<file path="src/rtl/core/sha2_pkg.sv">
// Shared types, constants and tables for the SHA-2 hash engine.
// Used by sha2_ctrl, sha2_dpath and sha2_hash_engine; no dependencies.
package sha2_pkg;

    // mode register codes
    localparam logic [1:0] MODE_224 = 2'd0;
    localparam logic [1:0] MODE_256 = 2'd1;
    localparam logic [1:0] MODE_384 = 2'd2;
    localparam logic [1:0] MODE_512 = 2'd3;

    localparam int NumRoundsS = 64;
    localparam int NumRoundsL = 80;

    typedef struct packed {
        logic [7:0] data_byte;
        logic       byte_valid;
        logic       last;
    } msg_t;

    typedef struct packed {
        logic [63:0] digest_word;
        logic        word_last;
    } dig_t;

    // controller to datapath commands
    typedef struct packed {
        logic       write_byte;
        logic       restart;
        logic       load;
        logic       round;
        logic       addh;
        logic       pad;
        logic       len;
        logic [6:0] rnd;
        logic [2:0] word_idx;
    } cmd_t;

    // datapath to controller status
    typedef struct packed {
        logic       wide;
        logic       blk_end;
        logic       overflow;
        logic [1:0] mode;
    } sts_t;

    localparam logic [63:0] IV_TAB [4][8] = '{
        '{64'hc1059ed8, 64'h367cd507, 64'h3070dd17, 64'hf70e5939,
          64'hffc00b31, 64'h68581511, 64'h64f98fa7, 64'hbefa4fa4},
        '{64'h6a09e667, 64'hbb67ae85, 64'h3c6ef372, 64'ha54ff53a,
          64'h510e527f, 64'h9b05688c, 64'h1f83d9ab, 64'h5be0cd19},
        '{64'hcbbb9d5dc1059ed8, 64'h629a292a367cd507, 64'h9159015a3070dd17,
          64'h152fecd8f70e5939, 64'h67332667ffc00b31, 64'h8eb44a8768581511,
          64'hdb0c2e0d64f98fa7, 64'h47b5481dbefa4fa4},
        '{64'h6a09e667f3bcc908, 64'hbb67ae8584caa73b, 64'h3c6ef372fe94f82b,
          64'ha54ff53a5f1d36f1, 64'h510e527fade682d1, 64'h9b05688c2b3e6c1f,
          64'h1f83d9abfb41bd6b, 64'h5be0cd19137e2179}
    };

    // 64-bit round constants; the 32-bit modes use the upper halves
    localparam logic [63:0] K_TAB [80] = '{
        64'h428a2f98d728ae22, 64'h7137449123ef65cd, 64'hb5c0fbcfec4d3b2f, 64'he9b5dba58189dbbc,
        64'h3956c25bf348b538, 64'h59f111f1b605d019, 64'h923f82a4af194f9b, 64'hab1c5ed5da6d8118,
        64'hd807aa98a3030242, 64'h12835b0145706fbe, 64'h243185be4ee4b28c, 64'h550c7dc3d5ffb4e2,
        64'h72be5d74f27b896f, 64'h80deb1fe3b1696b1, 64'h9bdc06a725c71235, 64'hc19bf174cf692694,
        64'he49b69c19ef14ad2, 64'hefbe4786384f25e3, 64'h0fc19dc68b8cd5b5, 64'h240ca1cc77ac9c65,
        64'h2de92c6f592b0275, 64'h4a7484aa6ea6e483, 64'h5cb0a9dcbd41fbd4, 64'h76f988da831153b5,
        64'h983e5152ee66dfab, 64'ha831c66d2db43210, 64'hb00327c898fb213f, 64'hbf597fc7beef0ee4,
        64'hc6e00bf33da88fc2, 64'hd5a79147930aa725, 64'h06ca6351e003826f, 64'h142929670a0e6e70,
        64'h27b70a8546d22ffc, 64'h2e1b21385c26c926, 64'h4d2c6dfc5ac42aed, 64'h53380d139d95b3df,
        64'h650a73548baf63de, 64'h766a0abb3c77b2a8, 64'h81c2c92e47edaee6, 64'h92722c851482353b,
        64'ha2bfe8a14cf10364, 64'ha81a664bbc423001, 64'hc24b8b70d0f89791, 64'hc76c51a30654be30,
        64'hd192e819d6ef5218, 64'hd69906245565a910, 64'hf40e35855771202a, 64'h106aa07032bbd1b8,
        64'h19a4c116b8d2d0c8, 64'h1e376c085141ab53, 64'h2748774cdf8eeb99, 64'h34b0bcb5e19b48a8,
        64'h391c0cb3c5c95a63, 64'h4ed8aa4ae3418acb, 64'h5b9cca4f7763e373, 64'h682e6ff3d6b2b8a3,
        64'h748f82ee5defb2fc, 64'h78a5636f43172f60, 64'h84c87814a1f0ab72, 64'h8cc702081a6439ec,
        64'h90befffa23631e28, 64'ha4506cebde82bde9, 64'hbef9a3f7b2c67915, 64'hc67178f2e372532b,
        64'hca273eceea26619c, 64'hd186b8c721c0c207, 64'heada7dd6cde0eb1e, 64'hf57d4f7fee6ed178,
        64'h06f067aa72176fba, 64'h0a637dc5a2c898a6, 64'h113f9804bef90dae, 64'h1b710b35131c471b,
        64'h28db77f523047d84, 64'h32caab7b40c72493, 64'h3c9ebe0a15c9bebc, 64'h431d67c49c100d4c,
        64'h4cc5d4becb3e42b6, 64'h597f299cfc657e2a, 64'h5fcb6fab3ad6faec, 64'h6c44198c4a475817
    };

    // index of the final digest word for a mode
    function automatic logic [2:0] last_word(input logic [1:0] mode);
        logic [2:0] r;
        case (mode)
            MODE_224: r = 3'd6;
            MODE_256: r = 3'd7;
            MODE_384: r = 3'd5;
            MODE_512: r = 3'd7;
            default:  r = 3'd7;
        endcase
        return r;
    endfunction

endpackage

</file>
<file path="src/rtl/core/sha2_ctrl.sv">
// Sequencer for the SHA-2 hash engine: byte intake, rounds, padding, digest output.
// Depends on sha2_pkg; drives sha2_dpath through cmd_t and reads sts_t.
module sha2_ctrl
    import sha2_pkg::*;
(
    input  logic clk,
    input  logic rst_n,
    input  logic msg_valid,
    input  msg_t msg,
    output logic msg_stall,
    output logic dig_valid,
    input  logic dig_stall,
    output logic word_last,
    input  sts_t sts,
    output cmd_t cmd
);

    localparam logic [2:0] ST_IDLE  = 3'd0;
    localparam logic [2:0] ST_LOAD  = 3'd1;
    localparam logic [2:0] ST_ROUND = 3'd2;
    localparam logic [2:0] ST_ADDH  = 3'd3;
    localparam logic [2:0] ST_PAD   = 3'd4;
    localparam logic [2:0] ST_LEN   = 3'd5;
    localparam logic [2:0] ST_OUT   = 3'd6;

    // what follows a compression
    localparam logic [1:0] PH_MSG = 2'd0;
    localparam logic [1:0] PH_PAD = 2'd1;
    localparam logic [1:0] PH_LEN = 2'd2;
    localparam logic [1:0] PH_OUT = 2'd3;

    logic [2:0] state_reg, state_next;
    logic [1:0] phase_reg, phase_next;
    logic [6:0] rnd_reg, rnd_next;
    logic [2:0] idx_reg, idx_next;
    logic       msg_acc, dig_acc, rnd_end;

    assign msg_stall = (state_reg != ST_IDLE);
    assign dig_valid = (state_reg == ST_OUT);
    assign msg_acc   = msg_valid && !msg_stall;
    assign dig_acc   = dig_valid && !dig_stall;
    assign word_last = (idx_reg == last_word(sts.mode));
    assign rnd_end   = sts.wide ? (rnd_reg == 7'(NumRoundsL - 1))
                                : (rnd_reg == 7'(NumRoundsS - 1));

    // sequence next state and commands
    always_comb
    begin
        state_next   = state_reg;
        phase_next   = phase_reg;
        rnd_next     = rnd_reg;
        idx_next     = idx_reg;
        cmd          = '0;
        cmd.rnd      = rnd_reg;
        cmd.word_idx = idx_reg;
        case (state_reg)
            ST_IDLE:
            begin
                if (msg_acc)
                begin
                    cmd.write_byte = msg.byte_valid;
                    if (msg.byte_valid && sts.blk_end)
                    begin
                        state_next = ST_LOAD;
                        phase_next = msg.last ? PH_PAD : PH_MSG;
                    end
                    else if (msg.last)
                    begin
                        state_next = ST_PAD;
                    end
                end
            end
            ST_LOAD:
            begin
                cmd.load   = 1'b1;
                rnd_next   = '0;
                state_next = ST_ROUND;
            end
            ST_ROUND:
            begin
                cmd.round = 1'b1;
                rnd_next  = rnd_end ? 7'd0 : rnd_reg + 7'd1;
                if (rnd_end)
                begin
                    state_next = ST_ADDH;
                end
            end
            ST_ADDH:
            begin
                cmd.addh = 1'b1;
                case (phase_reg)
                    PH_MSG:  state_next = ST_IDLE;
                    PH_PAD:  state_next = ST_PAD;
                    PH_LEN:  state_next = ST_LEN;
                    PH_OUT:  state_next = ST_OUT;
                    default: state_next = ST_IDLE;
                endcase
            end
            ST_PAD:
            begin
                cmd.pad    = 1'b1;
                phase_next = sts.overflow ? PH_LEN : PH_OUT;
                state_next = ST_LOAD;
            end
            ST_LEN:
            begin
                cmd.len    = 1'b1;
                phase_next = PH_OUT;
                state_next = ST_LOAD;
            end
            ST_OUT:
            begin
                if (dig_acc)
                begin
                    if (word_last)
                    begin
                        cmd.restart = 1'b1;
                        idx_next    = '0;
                        phase_next  = PH_MSG;
                        state_next  = ST_IDLE;
                    end
                    else
                    begin
                        idx_next = idx_reg + 3'd1;
                    end
                end
            end
            default:
            begin
                state_next = ST_IDLE;
            end
        endcase
    end

    // hold control state
    always_ff @(posedge clk or negedge rst_n)
    begin
        if (!rst_n)
        begin
            state_reg <= ST_IDLE;
            phase_reg <= PH_MSG;
            rnd_reg   <= '0;
            idx_reg   <= '0;
        end
        else
        begin
            state_reg <= state_next;
            phase_reg <= phase_next;
            rnd_reg   <= rnd_next;
            idx_reg   <= idx_next;
        end
    end

endmodule

</file>
<file path="config.mk">
export PLATFORM = sky130hd
export DESIGN_NAME = sha2_ctrl
export DESIGN_NICKNAME = d
export VERILOG_FILES = /design/src/rtl/core/sha2_pkg.sv /design/src/rtl/core/sha2_ctrl.sv
export SDC_FILE = /design/constraint.sdc
export NUM_CORES = 1
export LEC_CHECK = 0
export BUFFER_PORTS_ARGS = -buffer_cell sky130_fd_sc_hd__buf_2
export CAP_MARGIN = 20
export CORE_ASPECT_RATIO = 0.7
export CORE_MARGIN = 2
export CORE_UTILIZATION = 52
export DETAILED_ROUTE_END_ITERATION = 8
export GPL_TIMING_DRIVEN = 0
export PLACE_DENSITY = 0.84
export SYNTH_ARGS = -nofsm -noshare
export SYNTH_HDL_FRONTEND = slang
export SYNTH_SLANG_ARGS = --single-unit
</file>
<file path="constraint.sdc">
create_clock -name clk -period 3.5 [get_ports clk]
set_input_delay 0.175 -clock clk [delete_from_list [all_inputs] [get_ports clk]]
set_output_delay 0.175 -clock clk [all_outputs]
set_load 0.02 [all_outputs]
</file>
# Word-level counts from Yosys, hierarchy flattened
# Cells that the tools add are included.
# word_totals
output_inout_bits,20
elab_cells,73
ff_bits,15
# classes
addsub,2
n_eq_ne,21
n_mux,30
reduce_logical,16
# op_table
cell,count
3-bit 2-to-1 mux,7
3-bit case mux with 6 select lines,1
7-bit case mux with 2 select lines,1
1-bit 2-to-1 mux,13
3-bit case mux with 4 select lines,1
5-bit AND reduction,2
3-bit equality test (second input constant),3
3-bit case mux with 3 select lines,1
2-bit equality test (second input constant),4
2-bit 2-to-1 mux,4
2-bit case mux with 4 select lines,1
7-bit by 1-bit adder with 7-bit output (second input constant),1
7-bit by 6-bit equality test with 1-bit output (second input constant),1
7-bit equality test (second input constant),1
7-bit 2-to-1 mux,1
3-bit by 2-bit equality test with 1-bit output (second input constant),2
2-bit != test (second input constant),3
2-bit by 1-bit equality test with 1-bit output (second input constant),2
2-bit zero test,2
2-bit by 1-bit != test with 1-bit output (second input constant),2
4-bit nonzero test,1
2-bit OR reduction,2
3-bit by 1-bit adder with 3-bit output (second input constant),1
3-bit by 1-bit equality test with 1-bit output (second input constant),1
other kinds (8),11

# Logic depth before layout (Yosys ltp)
# logic_depth
word_depth,7
mapped_depth,6
depth_no_buf,5

# Worst setup path before layout
# Ideal clock, no wire load.
# synth_path
path_type,register to output
startpoint,reg idx_reg[0]
endpoint,out cmd[15] (netlist bit)
arrival_ns,1.364
path_buffers,0
path_slack_ns,1.961
stages_incl_launch_ff,4
required_ns,3.325
cell_sequence,dfrtp_1 nor4b_4 o31ai_2 nor2_1
# synth_lines
element,line,text
"start, declared",sha2_ctrl.sv:35,"logic [2:0] idx_reg, idx_next;"
"start signal, assigned",sha2_ctrl.sv:150,idx_reg <= idx_next;
"end, declared",sha2_ctrl.sv:15,output cmd_t cmd

==> summary.md <==
### Power and ir drop
• **peak ir drop on the vdd network** 0.000509 V
• **internal cell power** 511 uW
• **share of total power in combinational logic** 56.5%
• **Seq pwr share** 33.4%
• **fraction of power consumed by the clock network** 10.1%
• **pwr dens** 770 nW/um2
• **sw power** 465 uW
• **sw frac** 47.6%
• **leakage component of the power** 0.000640 uW

### Clocking
• **root buf cell** sky130_fd_sc_hd__clkbuf_4
• **CTS tree** done
• **clock transition at the registers of the reported paths** 90 ps
• **hold buffer count at cts** 1
• **Clock Sink Count** 15
• **insertion delay to the later sink of the worst-skew pair** 290 ps
• **number of buffers on the longest clock path** 2
• **TritonCTS Buffers** 3
• **post_cts resized** 0
• **count of H-tree levels built during CTS** 1
• **number of buffers added for setup after CTS** 0

### Drt
• **number of search-and-repair iterations in the first detailed-routing pass** 4
• **sum of routed wire length over all layers** 2.30 mm
• **Via-to-Cell Ratio** 5.72
• **via count of the routed design** 978
• **wire length per cell** 13.4 um
• **antenna-violating nets left** 0
• **Iteration-0 DRC Markers** 21
• **drc violations** 0

### Placed design
• **count of buffers from port buffering** 30
• **placed wire-length estimate** 1.81 mm
• **placer congestion estimate** 0.835

### Global routing
• **GRT Overall Usage** 21.4%
• **remaining global-route overflow** 0
• **pin count of the biggest net entering global routing** 16
• **vias in the first global route** 871
• **number of antenna violations at the first check in global routing** 0
• **wire length of the first global-routing pass** 3.96 mm

### Synthesis
• **Area contributors post-synth** sky130_fd_sc_hd__dfrtp_1, sky130_fd_sc_hd__nand2_1, sky130_fd_sc_hd__nor2_1, sky130_fd_sc_hd__o21ai_1, sky130_fd_sc_hd__o311ai_4
• **library cell with the highest instance count after synthesis** sky130_fd_sc_hd__dfrtp_1
• **EDFF count, synth** 0
• **cells after synthesis** 114
• **number of warnings issued by yosys** 0
• **dominant cell type by area after synthesis** sky130_fd_sc_hd__dfrtp_1
• **most used flip-flop cell after synthesis** sky130_fd_sc_hd__dfrtp_1
• **fraction of registers with async set or reset after synthesis** 100%
• **Mapped Avg Cell Area** 9.25 um2
• **cell area after synthesis** 1050 um2
• **number of storage elements in the synthesis netlist** 15
• **Seq/Total Area, Yosys** 35.6%
• **post-synthesis net count** 135
• **Unique masters post-synth** 47
• **Synth top area share** 35.6%
• **list of most frequent post-synthesis cells** sky130_fd_sc_hd__dfrtp_1, sky130_fd_sc_hd__nand2_1, sky130_fd_sc_hd__nor2_1, sky130_fd_sc_hd__o21ai_1

### Critical path
• **Crit path arrival time** 1650 ps
• **total buffers and inverters traversed by the critical path** 1
• **required time at the endpoint of the critical path** 3320 ps
• **category of the worst setup path launch point** flop
• **family of cells with the greatest summed delay on the critical path** flip-flops
• **CP peak stage delay** 470 ps
• **kind of critical path** reg2out
• **CP Cell Sequence** and3_1 -> o31ai_2 -> nor2_1 -> buf_2
• **highest fanout seen on the critical path** 7
• **Worst Setup End Kind** output pin
• **CP max-delay cell** sky130_fd_sc_hd__dfrtp_1

### Finish
• **layout cells sized above 1** 33.6%
• **number of nets in the layout** 171
• **area grow syn2layout** 20.3%
• **Largest register FFs** 7
• **number of filler instances in the final layout** 165
• **number of antenna diodes** 0

### Timing
• **Setup TNS** 0 ps
• **highest clock rate** 547 MHz
• **hold violation count in the final report** 0
• **post-route worst hold slack** 188 ps
• **RSZ-0062 raised after global routing** no
• **Tcrit/Tclk final** 52.2%
• **final clock skew** 3.05 ps
• **Period minus WS final** 1830 ps
• **Worst slew margin** 73.6%
• **Final Max Slew Viols** 0
• **transition time at the pin with the least slew margin** 395 ps
• **Finish-stage setup viols** 0

### Die
• **number of placed I/O pins** 39
• **die area** 2410 um2
• **Core Box Area** 1890 um2
• **number of placement rows** 13
• **starting utilization of the core area** 55.9%
• **Die X-Extent** 57.8 um
• **die height** 41.7 um

### Hold path
• **Hold Crit Class** in2reg

### Run status
• **status** finished clean

### Flow run
• **number of maximum-capacitance violations** 0

## placed cells by master (no fill, tap or decap), drive strengths merged, types with 2 or more instances in the layout
cell     n
o21ai    9
clkbuf   6
nand2b   3
o31ai    2
or2      2
and3     3
buf     34
nor2    10
nor4     2
inv      6
nand3    4
a22o     2
ha       2
and2     2
a21oi    5
nand2   14
xor2     2
a211oi   3
dfrtp   15
## power by group through the flow
stage | registers, uW | logic [uW] | clock network, uW
5_1_grt | 336 | 607 | 110
2_1_floorplan | 364 | 360 | 0
3_3_place_gp | 322 | 537 | 0
3_5_place_dp | 327 | 551 | 0
6_report | 326 | 551 | 98.8
4_1_cts | 324 | 554 | 102
## per-stage QoR
step                setup WS (ps)  cell area (um2)  total power [uW]  cells  util (%)
floorplan                    1960             1050               724    114         -
global placement             1960             1230               860    166      65.3
detailed placement           1930             1230               878    166      65.3
CTS                          1670             1270               980    171      67.2
global route                 1560             1270              1050    171      67.2
finish                       1670             1270               976    171      67.2
## worst register-to-register path: stages, from the launching register on
cell and delay (ps):
sky130_fd_sc_hd__dfrtp_1 470, sky130_fd_sc_hd__nor4b_4 470, sky130_fd_sc_hd__o311ai_4 140, sky130_fd_sc_hd__a22oi_2 260, sky130_fd_sc_hd__mux2i_1 200
## path summary, 6_finish.rpt
check	startpoint	end	slack, ps	cells past startpoint
worst max-delay path	idx_reg[0]$_DFFE_PN0P_	cmd[15]	1670	4
worst min-delay path	msg_valid	state_reg[2]$_DFFE_PN0P_	190	3
worst max register to register	idx_reg[0]$_DFFE_PN0P_	phase_reg[0]$_DFFE_PN0P_	1910	4
worst min register to register	rnd_reg[2]$_DFFE_PN0P_	rnd_reg[2]$_DFFE_PN0P_	550	1
max in group asynchronous	rst_n	rnd_reg[6]$_DFFE_PN0P_	2950	2
min in group asynchronous	rst_n	state_reg[0]$_DFFE_PN0P_	310	2
## cell families (layout without fill, tap and decap cells)
kind of cell             Yosys count  count (layout)  share of synthesized area, %
AO/OA/AOI/OAI                     32              32                          26.0
XOR/XNOR                           2               2                          1.66
adder cells (fa/ha/maj)            2               2                          2.37
buffers and inverters             12              47                          5.93
flip-flops                        15              15                          35.6
multiplexers                       2               2                          2.02
AND/OR/NAND/NOR                   49              49                          26.5
## layout make-up
type | count | area, um2 | area share (%)
timing repair buffer | 31 | 160 | 12.6
buffer | 6 | 40.0 | 3.16
multi-input combinational | 87 | 617 | 48.6
inverter | 6 | 22.5 | 1.78
clock buffer | 4 | 26.3 | 2.07
tap | 22 | 27.5 | 2.17
sequential | 15 | 375 | 29.6
## routing by layer
| metal | track usage [%] | part of all wire [%] | vias to the layer above |
|---|---|---|---|
| met4 | 8.37 | 1.7 | 0 |
| met3 | 5.61 | 4.4 | 5 |
| met5 | 0 | 0 | - |
| li1 | - | - | 487 |
| met1 | 28.7 | 50 | 464 |
| met2 | 32.7 | 44 | 22 |
Note: power is estimated with default switching activity, not from simulation.
